**src/design/wpf_pkg.sv**
```systemverilog
// Shared types, constants and arithmetic helpers for the weighted plane fit unit.
`default_nettype none

package wpf_pkg;

    localparam int COEF_FRAC_BITS_DEF = 32;
    localparam int THR_W              = 32;
    localparam logic [THR_W-1:0] THR_RESET = 32'd1;
    localparam int SHIFT_AB           = 8;
    localparam int SHIFT_C            = 12;

    typedef enum logic [4:0] {
        OP_NONE,
        OP_LOAD,
        OP_SRCH,
        OP_SKIP,
        OP_SWAP,
        OP_DLOAD,
        OP_DIV,
        OP_DFIN,
        OP_DWR,
        OP_MA,
        OP_MB,
        OP_MUL,
        OP_MFIN,
        OP_MSAT,
        OP_SUB,
        OP_ZERO,
        OP_OUT
    } t_op;

    typedef struct packed {
        t_op        op;
        logic [1:0] row;
        logic [1:0] col;
        logic [1:0] k;
        logic       first;
        logic       acc;
    } t_cmd;

    typedef struct packed {
        logic best_ok;
    } t_stat;

    function automatic logic [63:0] mag64(input logic [63:0] v);
        return v[63] ? (64'd0 - v) : v;
    endfunction

    function automatic logic [63:0] sat64(input logic [63:0] m, input logic neg,
                                          input logic over);
        logic [63:0] res;
        if (neg) begin
            res = (over || m[63]) ? {1'b1, 63'd0} : (64'd0 - m);
        end else begin
            res = (over || m[63]) ? {1'b0, {63{1'b1}}} : m;
        end
        return res;
    endfunction

    function automatic logic [63:0] sat_sub64(input logic [63:0] a, input logic [63:0] b);
        logic [64:0] d;
        logic [63:0] res;
        d = {a[63], a} - {b[63], b};
        if (d[64] != d[63]) begin
            res = d[64] ? {1'b1, 63'd0} : {1'b0, {63{1'b1}}};
        end else begin
            res = d[63:0];
        end
        return res;
    endfunction

    function automatic logic [63:0] shift_round64(input logic [63:0] v, input int s);
        logic [63:0] m;
        logic [63:0] r;
        m = mag64(v);
        r = (m >> s) + ((m >> (s - 1)) & 64'd1);
        return v[63] ? (64'd0 - r) : r;
    endfunction

endpackage

`default_nettype wire

```
**src/design/wpf_ctrl.sv**
```systemverilog
// Controller: accumulation handshake and sequencing of the elimination steps.
`default_nettype none

module wpf_ctrl (
    input  wire logic           i_clk,
    input  wire logic           i_rst_n,
    input  wire logic           i_start,
    input  wire logic           i_last,
    input  wire wpf_pkg::t_stat i_stat,
    output logic                o_busy,
    output wpf_pkg::t_cmd       o_cmd
);
    import wpf_pkg::*;

    typedef enum logic [17:0] {
        S_IDLE  = 18'd1 << 0,
        S_DRAIN = 18'd1 << 1,
        S_LOAD  = 18'd1 << 2,
        S_SRCH  = 18'd1 << 3,
        S_DEC   = 18'd1 << 4,
        S_SWAP  = 18'd1 << 5,
        S_DLOAD = 18'd1 << 6,
        S_DIV   = 18'd1 << 7,
        S_DFIN  = 18'd1 << 8,
        S_DWR   = 18'd1 << 9,
        S_MA    = 18'd1 << 10,
        S_MB    = 18'd1 << 11,
        S_MUL   = 18'd1 << 12,
        S_MFIN  = 18'd1 << 13,
        S_MSAT  = 18'd1 << 14,
        S_SUB   = 18'd1 << 15,
        S_ZERO  = 18'd1 << 16,
        S_OUT   = 18'd1 << 17
    } t_state;

    t_state     r_state, n_state;
    logic [1:0] r_p, n_p, r_r, n_r, r_c, n_c, r_k, n_k;
    logic [6:0] r_cnt, n_cnt;
    logic [2:0] nr;

    assign o_busy = (r_state != S_IDLE);

    always_ff @(posedge i_clk) begin
        if (!i_rst_n) begin
            r_state <= S_IDLE;
            r_p     <= '0;
            r_r     <= '0;
            r_c     <= '0;
            r_k     <= '0;
            r_cnt   <= '0;
        end else begin
            r_state <= n_state;
            r_p     <= n_p;
            r_r     <= n_r;
            r_c     <= n_c;
            r_k     <= n_k;
            r_cnt   <= n_cnt;
        end
    end

    always_comb begin
        n_state = r_state;
        n_p     = r_p;
        n_r     = r_r;
        n_c     = r_c;
        n_k     = r_k;
        n_cnt   = r_cnt;
        o_cmd   = '{op: OP_NONE, row: r_p, col: r_c, k: r_k, first: 1'b0, acc: 1'b0};
        nr      = 3'({1'b0, r_r} + 3'd1);
        if (nr[1:0] == r_p) begin
            nr = nr + 3'd1;
        end
        unique case (r_state)
            S_IDLE: begin
                o_cmd.acc = i_start;
                if (i_start && i_last) begin
                    n_state = S_DRAIN;
                end
            end
            S_DRAIN: begin
                n_state = S_LOAD;
            end
            S_LOAD: begin
                o_cmd.op = OP_LOAD;
                n_p      = '0;
                n_r      = '0;
                n_state  = S_SRCH;
            end
            S_SRCH: begin
                o_cmd.op    = OP_SRCH;
                o_cmd.row   = r_r;
                o_cmd.col   = r_p;
                o_cmd.first = (r_r == r_p);
                if (r_r == 2'd2) begin
                    n_state = S_DEC;
                end else begin
                    n_r = r_r + 2'd1;
                end
            end
            S_DEC: begin
                if (i_stat.best_ok) begin
                    n_state = S_SWAP;
                end else begin
                    o_cmd.op = OP_SKIP;
                    if (r_p == 2'd2) begin
                        n_state = S_OUT;
                    end else begin
                        n_p     = r_p + 2'd1;
                        n_r     = r_p + 2'd1;
                        n_state = S_SRCH;
                    end
                end
            end
            S_SWAP: begin
                o_cmd.op = OP_SWAP;
                o_cmd.row = r_p;
                n_c      = r_p;
                n_state  = S_DLOAD;
            end
            S_DLOAD: begin
                o_cmd.op  = OP_DLOAD;
                o_cmd.row = r_p;
                o_cmd.col = r_c;
                n_cnt     = '0;
                n_state   = S_DIV;
            end
            S_DIV: begin
                o_cmd.op = OP_DIV;
                n_cnt    = r_cnt + 7'd1;
                if (&r_cnt) begin
                    n_state = S_DFIN;
                end
            end
            S_DFIN: begin
                o_cmd.op = OP_DFIN;
                n_state  = S_DWR;
            end
            S_DWR: begin
                o_cmd.op  = OP_DWR;
                o_cmd.row = r_p;
                o_cmd.col = r_c;
                if (r_c == 2'd3) begin
                    n_r     = (r_p == 2'd0) ? 2'd1 : 2'd0;
                    n_c     = r_p + 2'd1;
                    n_state = S_MA;
                end else begin
                    n_c     = r_c + 2'd1;
                    n_state = S_DLOAD;
                end
            end
            S_MA: begin
                o_cmd.op  = OP_MA;
                o_cmd.row = r_p;
                o_cmd.col = r_c;
                n_state   = S_MB;
            end
            S_MB: begin
                o_cmd.op  = OP_MB;
                o_cmd.row = r_r;
                o_cmd.col = r_p;
                n_k       = '0;
                n_state   = S_MUL;
            end
            S_MUL: begin
                o_cmd.op = OP_MUL;
                o_cmd.k  = r_k;
                n_k      = r_k + 2'd1;
                if (r_k == 2'd3) begin
                    n_state = S_MFIN;
                end
            end
            S_MFIN: begin
                o_cmd.op = OP_MFIN;
                n_state  = S_MSAT;
            end
            S_MSAT: begin
                o_cmd.op = OP_MSAT;
                n_state  = S_SUB;
            end
            S_SUB: begin
                o_cmd.op  = OP_SUB;
                o_cmd.row = r_r;
                o_cmd.col = r_c;
                if (r_c == 2'd3) begin
                    n_state = S_ZERO;
                end else begin
                    n_c     = r_c + 2'd1;
                    n_state = S_MA;
                end
            end
            S_ZERO: begin
                o_cmd.op  = OP_ZERO;
                o_cmd.row = r_r;
                o_cmd.col = r_p;
                if (nr > 3'd2) begin
                    if (r_p == 2'd2) begin
                        n_state = S_OUT;
                    end else begin
                        n_p     = r_p + 2'd1;
                        n_r     = r_p + 2'd1;
                        n_state = S_SRCH;
                    end
                end else begin
                    n_r     = nr[1:0];
                    n_c     = r_p + 2'd1;
                    n_state = S_MA;
                end
            end
            S_OUT: begin
                o_cmd.op = OP_OUT;
                n_state  = S_IDLE;
            end
            default: begin
                n_state = S_IDLE;
            end
        endcase
    end

endmodule

`default_nettype wire

```
**config.mk**
```make
export PLATFORM = sky130hd
export DESIGN_NAME = wpf_ctrl
export DESIGN_NICKNAME = d
export VERILOG_FILES = /design/src/design/wpf_pkg.sv /design/src/design/wpf_ctrl.sv
export SDC_FILE = /design/constraint.sdc
export NUM_CORES = 1
export LEC_CHECK = 0
export BUFFER_PORTS_ARGS = -buffer_cell sky130_fd_sc_hd__buf_2
export CORE_ASPECT_RATIO = 2
export CORE_MARGIN = 2
export CORE_UTILIZATION = 60
export CTS_BUF_LIST = sky130_fd_sc_hd__clkbuf_8 sky130_fd_sc_hd__clkbuf_16
export CTS_CLUSTER_SIZE = 8
export DETAILED_ROUTE_END_ITERATION = 6
export GPL_ROUTABILITY_DRIVEN = 0
export PLACE_DENSITY = 0.83
export RECOVER_POWER = 50
export SYNTH_ARGS = -nofsm -noshare
export SYNTH_HDL_FRONTEND = slang
export SYNTH_SLANG_ARGS = --single-unit
```
**constraint.sdc**
```tcl
create_clock -name i_clk -period 2.95 [get_ports i_clk]
set_input_delay 0.295 -clock i_clk [delete_from_list [all_inputs] [get_ports i_clk]]
set_output_delay 0.295 -clock i_clk [all_outputs]
set_load 0.01 [all_outputs]
```
==> results of run 1 <==
==> placed cells by master (no fill, tap or decap), types with 2 or more instances in the layout <==
| cell | n |
|---|---|
| mux2i_1 | 6 |
| nor3b_1 | 6 |
| and3_1 | 8 |
| buf_4 | 12 |
| a31oi_1 | 4 |
| inv_1 | 11 |
| dfxtp_1 | 32 |
| nor4b_1 | 2 |
| nand4_1 | 5 |
| nor3_1 | 12 |
| nor4_4 | 5 |
| o32ai_1 | 2 |
| or2_2 | 2 |
| nor2b_1 | 13 |
| o21bai_1 | 2 |
| o21ai_0 | 19 |
| nand3b_1 | 5 |
| xor2_1 | 3 |
| nand2_1 | 22 |
| clkbuf_1 | 2 |
| or4b_1 | 2 |
| xnor2_1 | 2 |
| clkbuf_8 | 6 |
| nand3_1 | 8 |
| buf_2 | 16 |
| o31ai_1 | 2 |
| or3_1 | 4 |
| a21oi_1 | 24 |
| and2_1 | 6 |
| nor4_1 | 5 |
| nor2_1 | 33 |
| nand4b_1 | 2 |
| nand2b_1 | 10 |
| ha_1 | 7 |
==> Yosys cell counts (all sizes together), types with 8 or more instances <==
cell,number
o21ai,19
buf,9
nor2b,13
and3,8
nand2,22
a21oi,24
nand3,9
nand2b,12
dfxtp,33
nor4,10
nor3,13
inv,10
nor2,33
clkbuf,8
==> power groups by stage <==
stage	logic [W]	clock network, W	registers [W]
floorplan	0.000112	0	0.000478
global placement	0.000146	0	0.000480
detailed placement	0.000151	0	0.000481
CTS	0.000153	0.000443	0.000470
global route	0.000170	0.000463	0.000473
finish	0.000157	0.000442	0.000471
==> state kept, by name (all words and copies together), names as in the netlist <==
| signal | cells |
|---|---|
| r_state | 18 |
| r_cnt | 7 |
| r_c | 2 |
| r_k | 2 |
| r_p | 2 |
| r_r | 2 |
==> critical path: stages, from the launching register on <==
cell      delay, ns
dfxtp_1        0.38
nor4_4         0.54
buf_4          0.20
and3_1         0.21
nand3_1        0.11
or3b_2         0.51
nor4bb_1       0.17
nand2_1        0.10
buf_2          0.13
==> repair_timing <==
action / in CTS / in global routing
gates resized for setup: 0 / 4
setup buffers: 0 / 5
setup endpoints to repair: 0 / 4
hold endpoints to repair: 0 / 0
==> area by class of cell <==
cell class              instances  area (um^2)
repair buffers                 30          178
well taps                      52         65.1
fillers                       339         1250
multi-input cells             254         1700
clock buffers                   6         82.6
inverters                      10         37.5
clock inverters                 2         33.8
flip-flops and latches         33          662
==> how the worst min path moves through the flow <==
stage                              from                      end  slack [ns]  cells past startpoint
floorplan                        i_stat  r_state[5]$_SDFFE_PN0P_        0.44                      2
global placement    r_k[1]$_SDFFE_PN0P_      r_k[1]$_SDFFE_PN0P_        0.49                      2
detailed placement  r_k[1]$_SDFFE_PN0P_      r_k[1]$_SDFFE_PN0P_        0.50                      2
CTS                              i_stat  r_state[5]$_SDFFE_PN0P_        0.31                      3
global route                     i_stat  r_state[5]$_SDFFE_PN0P_        0.31                      3
finish                           i_last  r_state[0]$_SDFFE_PN1P_        0.31                      4
==> routing by layer <==
layer  up-vias  GRT usage  share of wire
met1      1158      0.331           0.40
met2       106      0.485           0.52
met3        22     0.0459          0.053
met4         0      0.136          0.030
li1       1183          -              -
met5         -          0              0
==> cells by family (layout without fill, tap and decap cells) <==
family | after synthesis | count (layout)
multiplexers | 7 | 7
AO/OA/AOI/OAI | 69 | 69
adder cells (fa/ha/maj) | 7 | 7
XOR/XNOR | 5 | 5
flip-flops | 33 | 33
buffers and inverters | 27 | 48
AND/OR/NAND/NOR | 166 | 166
==> metrics by stage <==
step	worst slack [ns]	power, W	TNS, ns	utilization
2_1_floorplan	0.679	0.000590	0	-
3_3_place_gp	0.431	0.000626	0	0.645
3_5_place_dp	0.355	0.000632	0	0.645
4_1_cts	0.0473	0.00107	0	0.674
5_1_grt	-0.0586	0.00111	-0.108	0.688
6_report	0.0272	0.00107	0	0.688
==> flow_summary.toml, run 1 <==
[run_status]
status = "finished clean"

[sta]
setup_viol = 0
max_freq_mhz = 342
worst_hold_slack_ns = 0.314
slew_violations = 0
worst_pin_slew_ns = 0.589
max_slew_margin = 0.607
fin_crit_sh = 0.991
skew_ns = 0.00360
hold_viol_final = 0
rsz0062_at_grt = "true"
period_minus_slack_ns = 2.92

[layout]
fin_area_um2 = 2750
area.growth.synth_to_final_pct = 11.9
layout-drive-gt1-share = 0.170
diodes = 0
final_cells = 387
finalNetCount = 346

[synth]
synth_compound_area_frac = 0.174
synth_edf_count = 0
syn_avg_cell_area_um2 = 7.84
synth_flop_cell = "dfxtp_1"
yosysTopAreaCell = "dfxtp_1"
yosysSeqAreaShare = 0.268
synth_xor_area_frac = 0.0178
synth_mux_area_frac = 0.0290
ys_ff_latch = 33
async_reset_ff_frac = 0
postSynthNetCount = 326
synth_adder_area_share = 0.0356
synthDominantCellAreaShare = 0.268
synthCells = 314
ys_warn_count = 0
synth-simple-area-share = 0.425
yosysUniqueCellTypes = 64
synth_top_family_by_area = "simple AND/OR/NAND/NOR gates"
synth_area_um2 = 2460
synth.area.top_cells = "dfxtp_1 (27%), nor2_1 (5.0%), a21oi_1 (4.9%), nor4_4 (4.3%), o21ai_0 (3.9%)"

[route]
via_count = 2469
drtIter0Drc = 177
route.detailed.wl_per_inst_um = 16.9
first_pass_iters = 4
drc = 0
routed_wl_um = 6560
ant_nets = 0
vias_per_cell = 6.38

[floorplanning]
fp.dieH_um = 94.6
pin_count = 19
core_um2 = 4010
start_util = 0.614
dieArea_um2 = 4660
die_x_um = 49.3
row_count = 33

[clocking]
cts_tree = "yes"
worstSkewPairLatency_ns = 0.29
cts-buffers-inserted = 5
clkTransAtPathRegs_ns = 0.07
h-tree-depth = 2
clk_path_buf_depth = 2
cts_sinks = 33
root_buffer = "clkbuf_8"
cts.hold.buffers_added = 0

[setup_path]
crit_path_start_kind = "flip-flop"
crit_path_start = "r_state[17]$_SDFFE_PN0P_"
cp_data_required_time_ns = 2.65
worst-r2r-setup-slack_ns = 0.21
crit_fanout = 6
endpoint = "o_cmd[8]"
r2r_cells = 9
r2r-end = "r_r[1]$_SDFFE_PN0P_"
worstPathArrival_ns = 2.63
worstSetupPathType = "flip-flop to output pin"
cp-end-kind = "output pin"
r2r_start = "r_r[0]$_SDFFE_PN0P_"

[grt]
grt_first_pass_wirelength_um = 10300
grt_overflow = 0
grt_antenna_before_repair = 0
grt_max_degree = 19
grt_usage = 0.281
first_global_vias = 2240

[place]
dp_hpwl_um = 4590
dp_cells = 374
port-buffer-count = 18
placed_area_um2 = 2580

[power]
pwr-share-clk = 0.413
p_comb_frac = 0.147
p_switching_w = 0.000289
p_sw_frac = 0.270
p_int_w = 0.000781
p_leak_nw = 1.12
seqPwrFrac = 0.440
max-vdd-ir-drop_uv = 536
pwr_density_cell_nw_per_um2 = 388

[run]
max_cap_viol_count = 0

[min_path]
hold_class = "input port to flip-flop"
Note: power is estimated with default switching activity, not from simulation.
==> run 2, diff against run 1 <==
--- a/config.mk
+++ b/config.mk
@@ -9,7 +9,6 @@
 export CORE_ASPECT_RATIO = 2
 export CORE_MARGIN = 2
 export CORE_UTILIZATION = 60
-export CTS_BUF_LIST = sky130_fd_sc_hd__clkbuf_8 sky130_fd_sc_hd__clkbuf_16
 export CTS_CLUSTER_SIZE = 8
 export DETAILED_ROUTE_END_ITERATION = 6
 export GPL_ROUTABILITY_DRIVEN = 0
==> flow_summary.toml, run 2 (synthesis results as in run 1) <==
[layout]
largest-register = "r_state"
finalNetCount = 346
final_cell_mix = "nor2_1 (33), dfxtp_1 (32), a21oi_1 (24), nand2_1 (22), o21ai_0 (19)"
nFillCells = 339
layout-drive-gt1-share = 0.170
final_core_util = 0.688
diodes = 0
final_cells = 387
area.growth.synth_to_final_pct = 11.9
reg_top3 = "r_state x18, r_cnt x7"
final_common_cell = "nor2_1"
largest_register_ff_count = 18

[sta]
max_freq_mhz = 342
setup_viol = 0
setup_ws_ns = 0.0272
worst_pin_slew_ns = 0.590
fin_crit_sh = 0.991
hold_viol_final = 0
slew_violations = 0
rsz0062_at_grt = "true"
period_minus_slack_ns = 2.92
max_slew_margin = 0.607
skew_ns = 0.00360

[route]
dr.max_layer_used = "met4"
drtIter0Drc = 177
met2_length_um = 3390
route.detailed.wl_per_inst_um = 17.0
wl_met1_um = 2630
vias_per_cell = 6.38
wl_met3_um = 346
routed_wl_um = 6560
ant_nets = 0
drc = 0
first_pass_iters = 4
via_count = 2469

[floorplanning]
row_count = 33
core_um2 = 4010
pin_count = 19
fp.dieH_um = 94.6
die_x_um = 49.3
dieArea_um2 = 4660
start_util = 0.614

[grt]
first_global_vias = 2240
grt_max_degree = 19
grt_antenna_before_repair = 0
grt_usage = 0.281
grt_first_pass_wirelength_um = 10300
grt_overflow = 0

[power]
p_total_w = 0.00107
p_leak_nw = 1.11
max-vdd-ir-drop_uv = 536
pwr_density_cell_nw_per_um2 = 390

[clocking]
cts_tree = "yes"
h-tree-depth = 2
cts_sinks = 33
clkTransAtPathRegs_ns = 0.07
cts-buffers-inserted = 5
clk_path_buf_depth = 2
worstSkewPairLatency_ns = 0.29
root_buffer = "clkbuf_8"
cts.hold.buffers_added = 0

[min_path]
hold_class = "input port to flip-flop"

[setup_path]
cp-end-kind = "output pin"
crit_path_start_kind = "flip-flop"
cp_data_required_time_ns = 2.65
worstPathArrival_ns = 2.63
worstSetupPathType = "flip-flop to output pin"
crit_fanout = 6

[place]
dp_hpwl_um = 4590
dp_cells = 374
port-buffer-count = 18
dp_slack_ns = 0.355

[run]
max_cap_viol_count = 0

[run_status]
status = "finished clean"
-- run 2: cell types whose count changed in the layout (fill, tap and decap cells not counted), sizes merged --
cell    delta
clkbuf     +1
inv        -1
-- run 2: final cells by class --
class | count | area [um^2] | area share
tap | 52 | 65.1 | 0.0236
sequential | 33 | 662 | 0.240
clock buffer | 7 | 86.3 | 0.0313
clock inverter | 1 | 30.0 | 0.0109
timing repair buffer | 30 | 178 | 0.0645
multi-input combinational | 254 | 1700 | 0.616
inverter | 10 | 37.5 | 0.0136
-- run 2: layer usage --
metal	global-route usage	up-vias
met5	0	-
met4	0.136	0
met3	0.0459	22
met2	0.485	106
met1	0.331	1158
li1	-	1183
-- run 2: repair_timing --
action	4_1_cts	5_1_grt
setup buffers	0	5
setup endpoints to repair	0	4
resized for setup	0	4
-- run 2: worst paths after layout --
| check | startpoint | cells past startpoint | end | slack (ns) |
|---|---|---|---|---|
| min reg2reg | r_k[1]$_SDFFE_PN0P_ | 2 | r_k[1]$_SDFFE_PN0P_ | 0.51 |
| max | r_state[17]$_SDFFE_PN0P_ | 8 | o_cmd[8] | 0.03 |
| max reg2reg | r_r[0]$_SDFFE_PN0P_ | 9 | r_r[1]$_SDFFE_PN0P_ | 0.21 |
| min | i_last | 4 | r_state[0]$_SDFFE_PN1P_ | 0.32 |
-- run 2: through the flow --
stage	hold WS (ns)	setup TNS (ns)	area, um^2
floorplan	0.438	0	2460
global route	0.309	-0.108	2750
finish	0.315	0	2750
global placement	0.490	0	2580
CTS	0.308	0	2700
detailed placement	0.504	0	2580
-- run 2: worst max-delay path: stages, from the launching register on --
cell	delay [ns]
dfxtp_1	0.38
nor4_4	0.54
buf_4	0.20
and3_1	0.21
nand3_1	0.11
or3b_2	0.51
nor4bb_1	0.17
nand2_1	0.10
buf_2	0.13
-- run 2: where the power goes --
| part | switching, W | leakage, nW | total (W) | internal (W) |
|---|---|---|---|---|
| Clock | 0.000169 | 0.0585 | 0.000445 | 0.000275 |
| Sequential | 0.0000162 | 0.267 | 0.000471 | 0.000455 |
| Combinational | 0.000103 | 0.787 | 0.000157 | 0.0000540 |
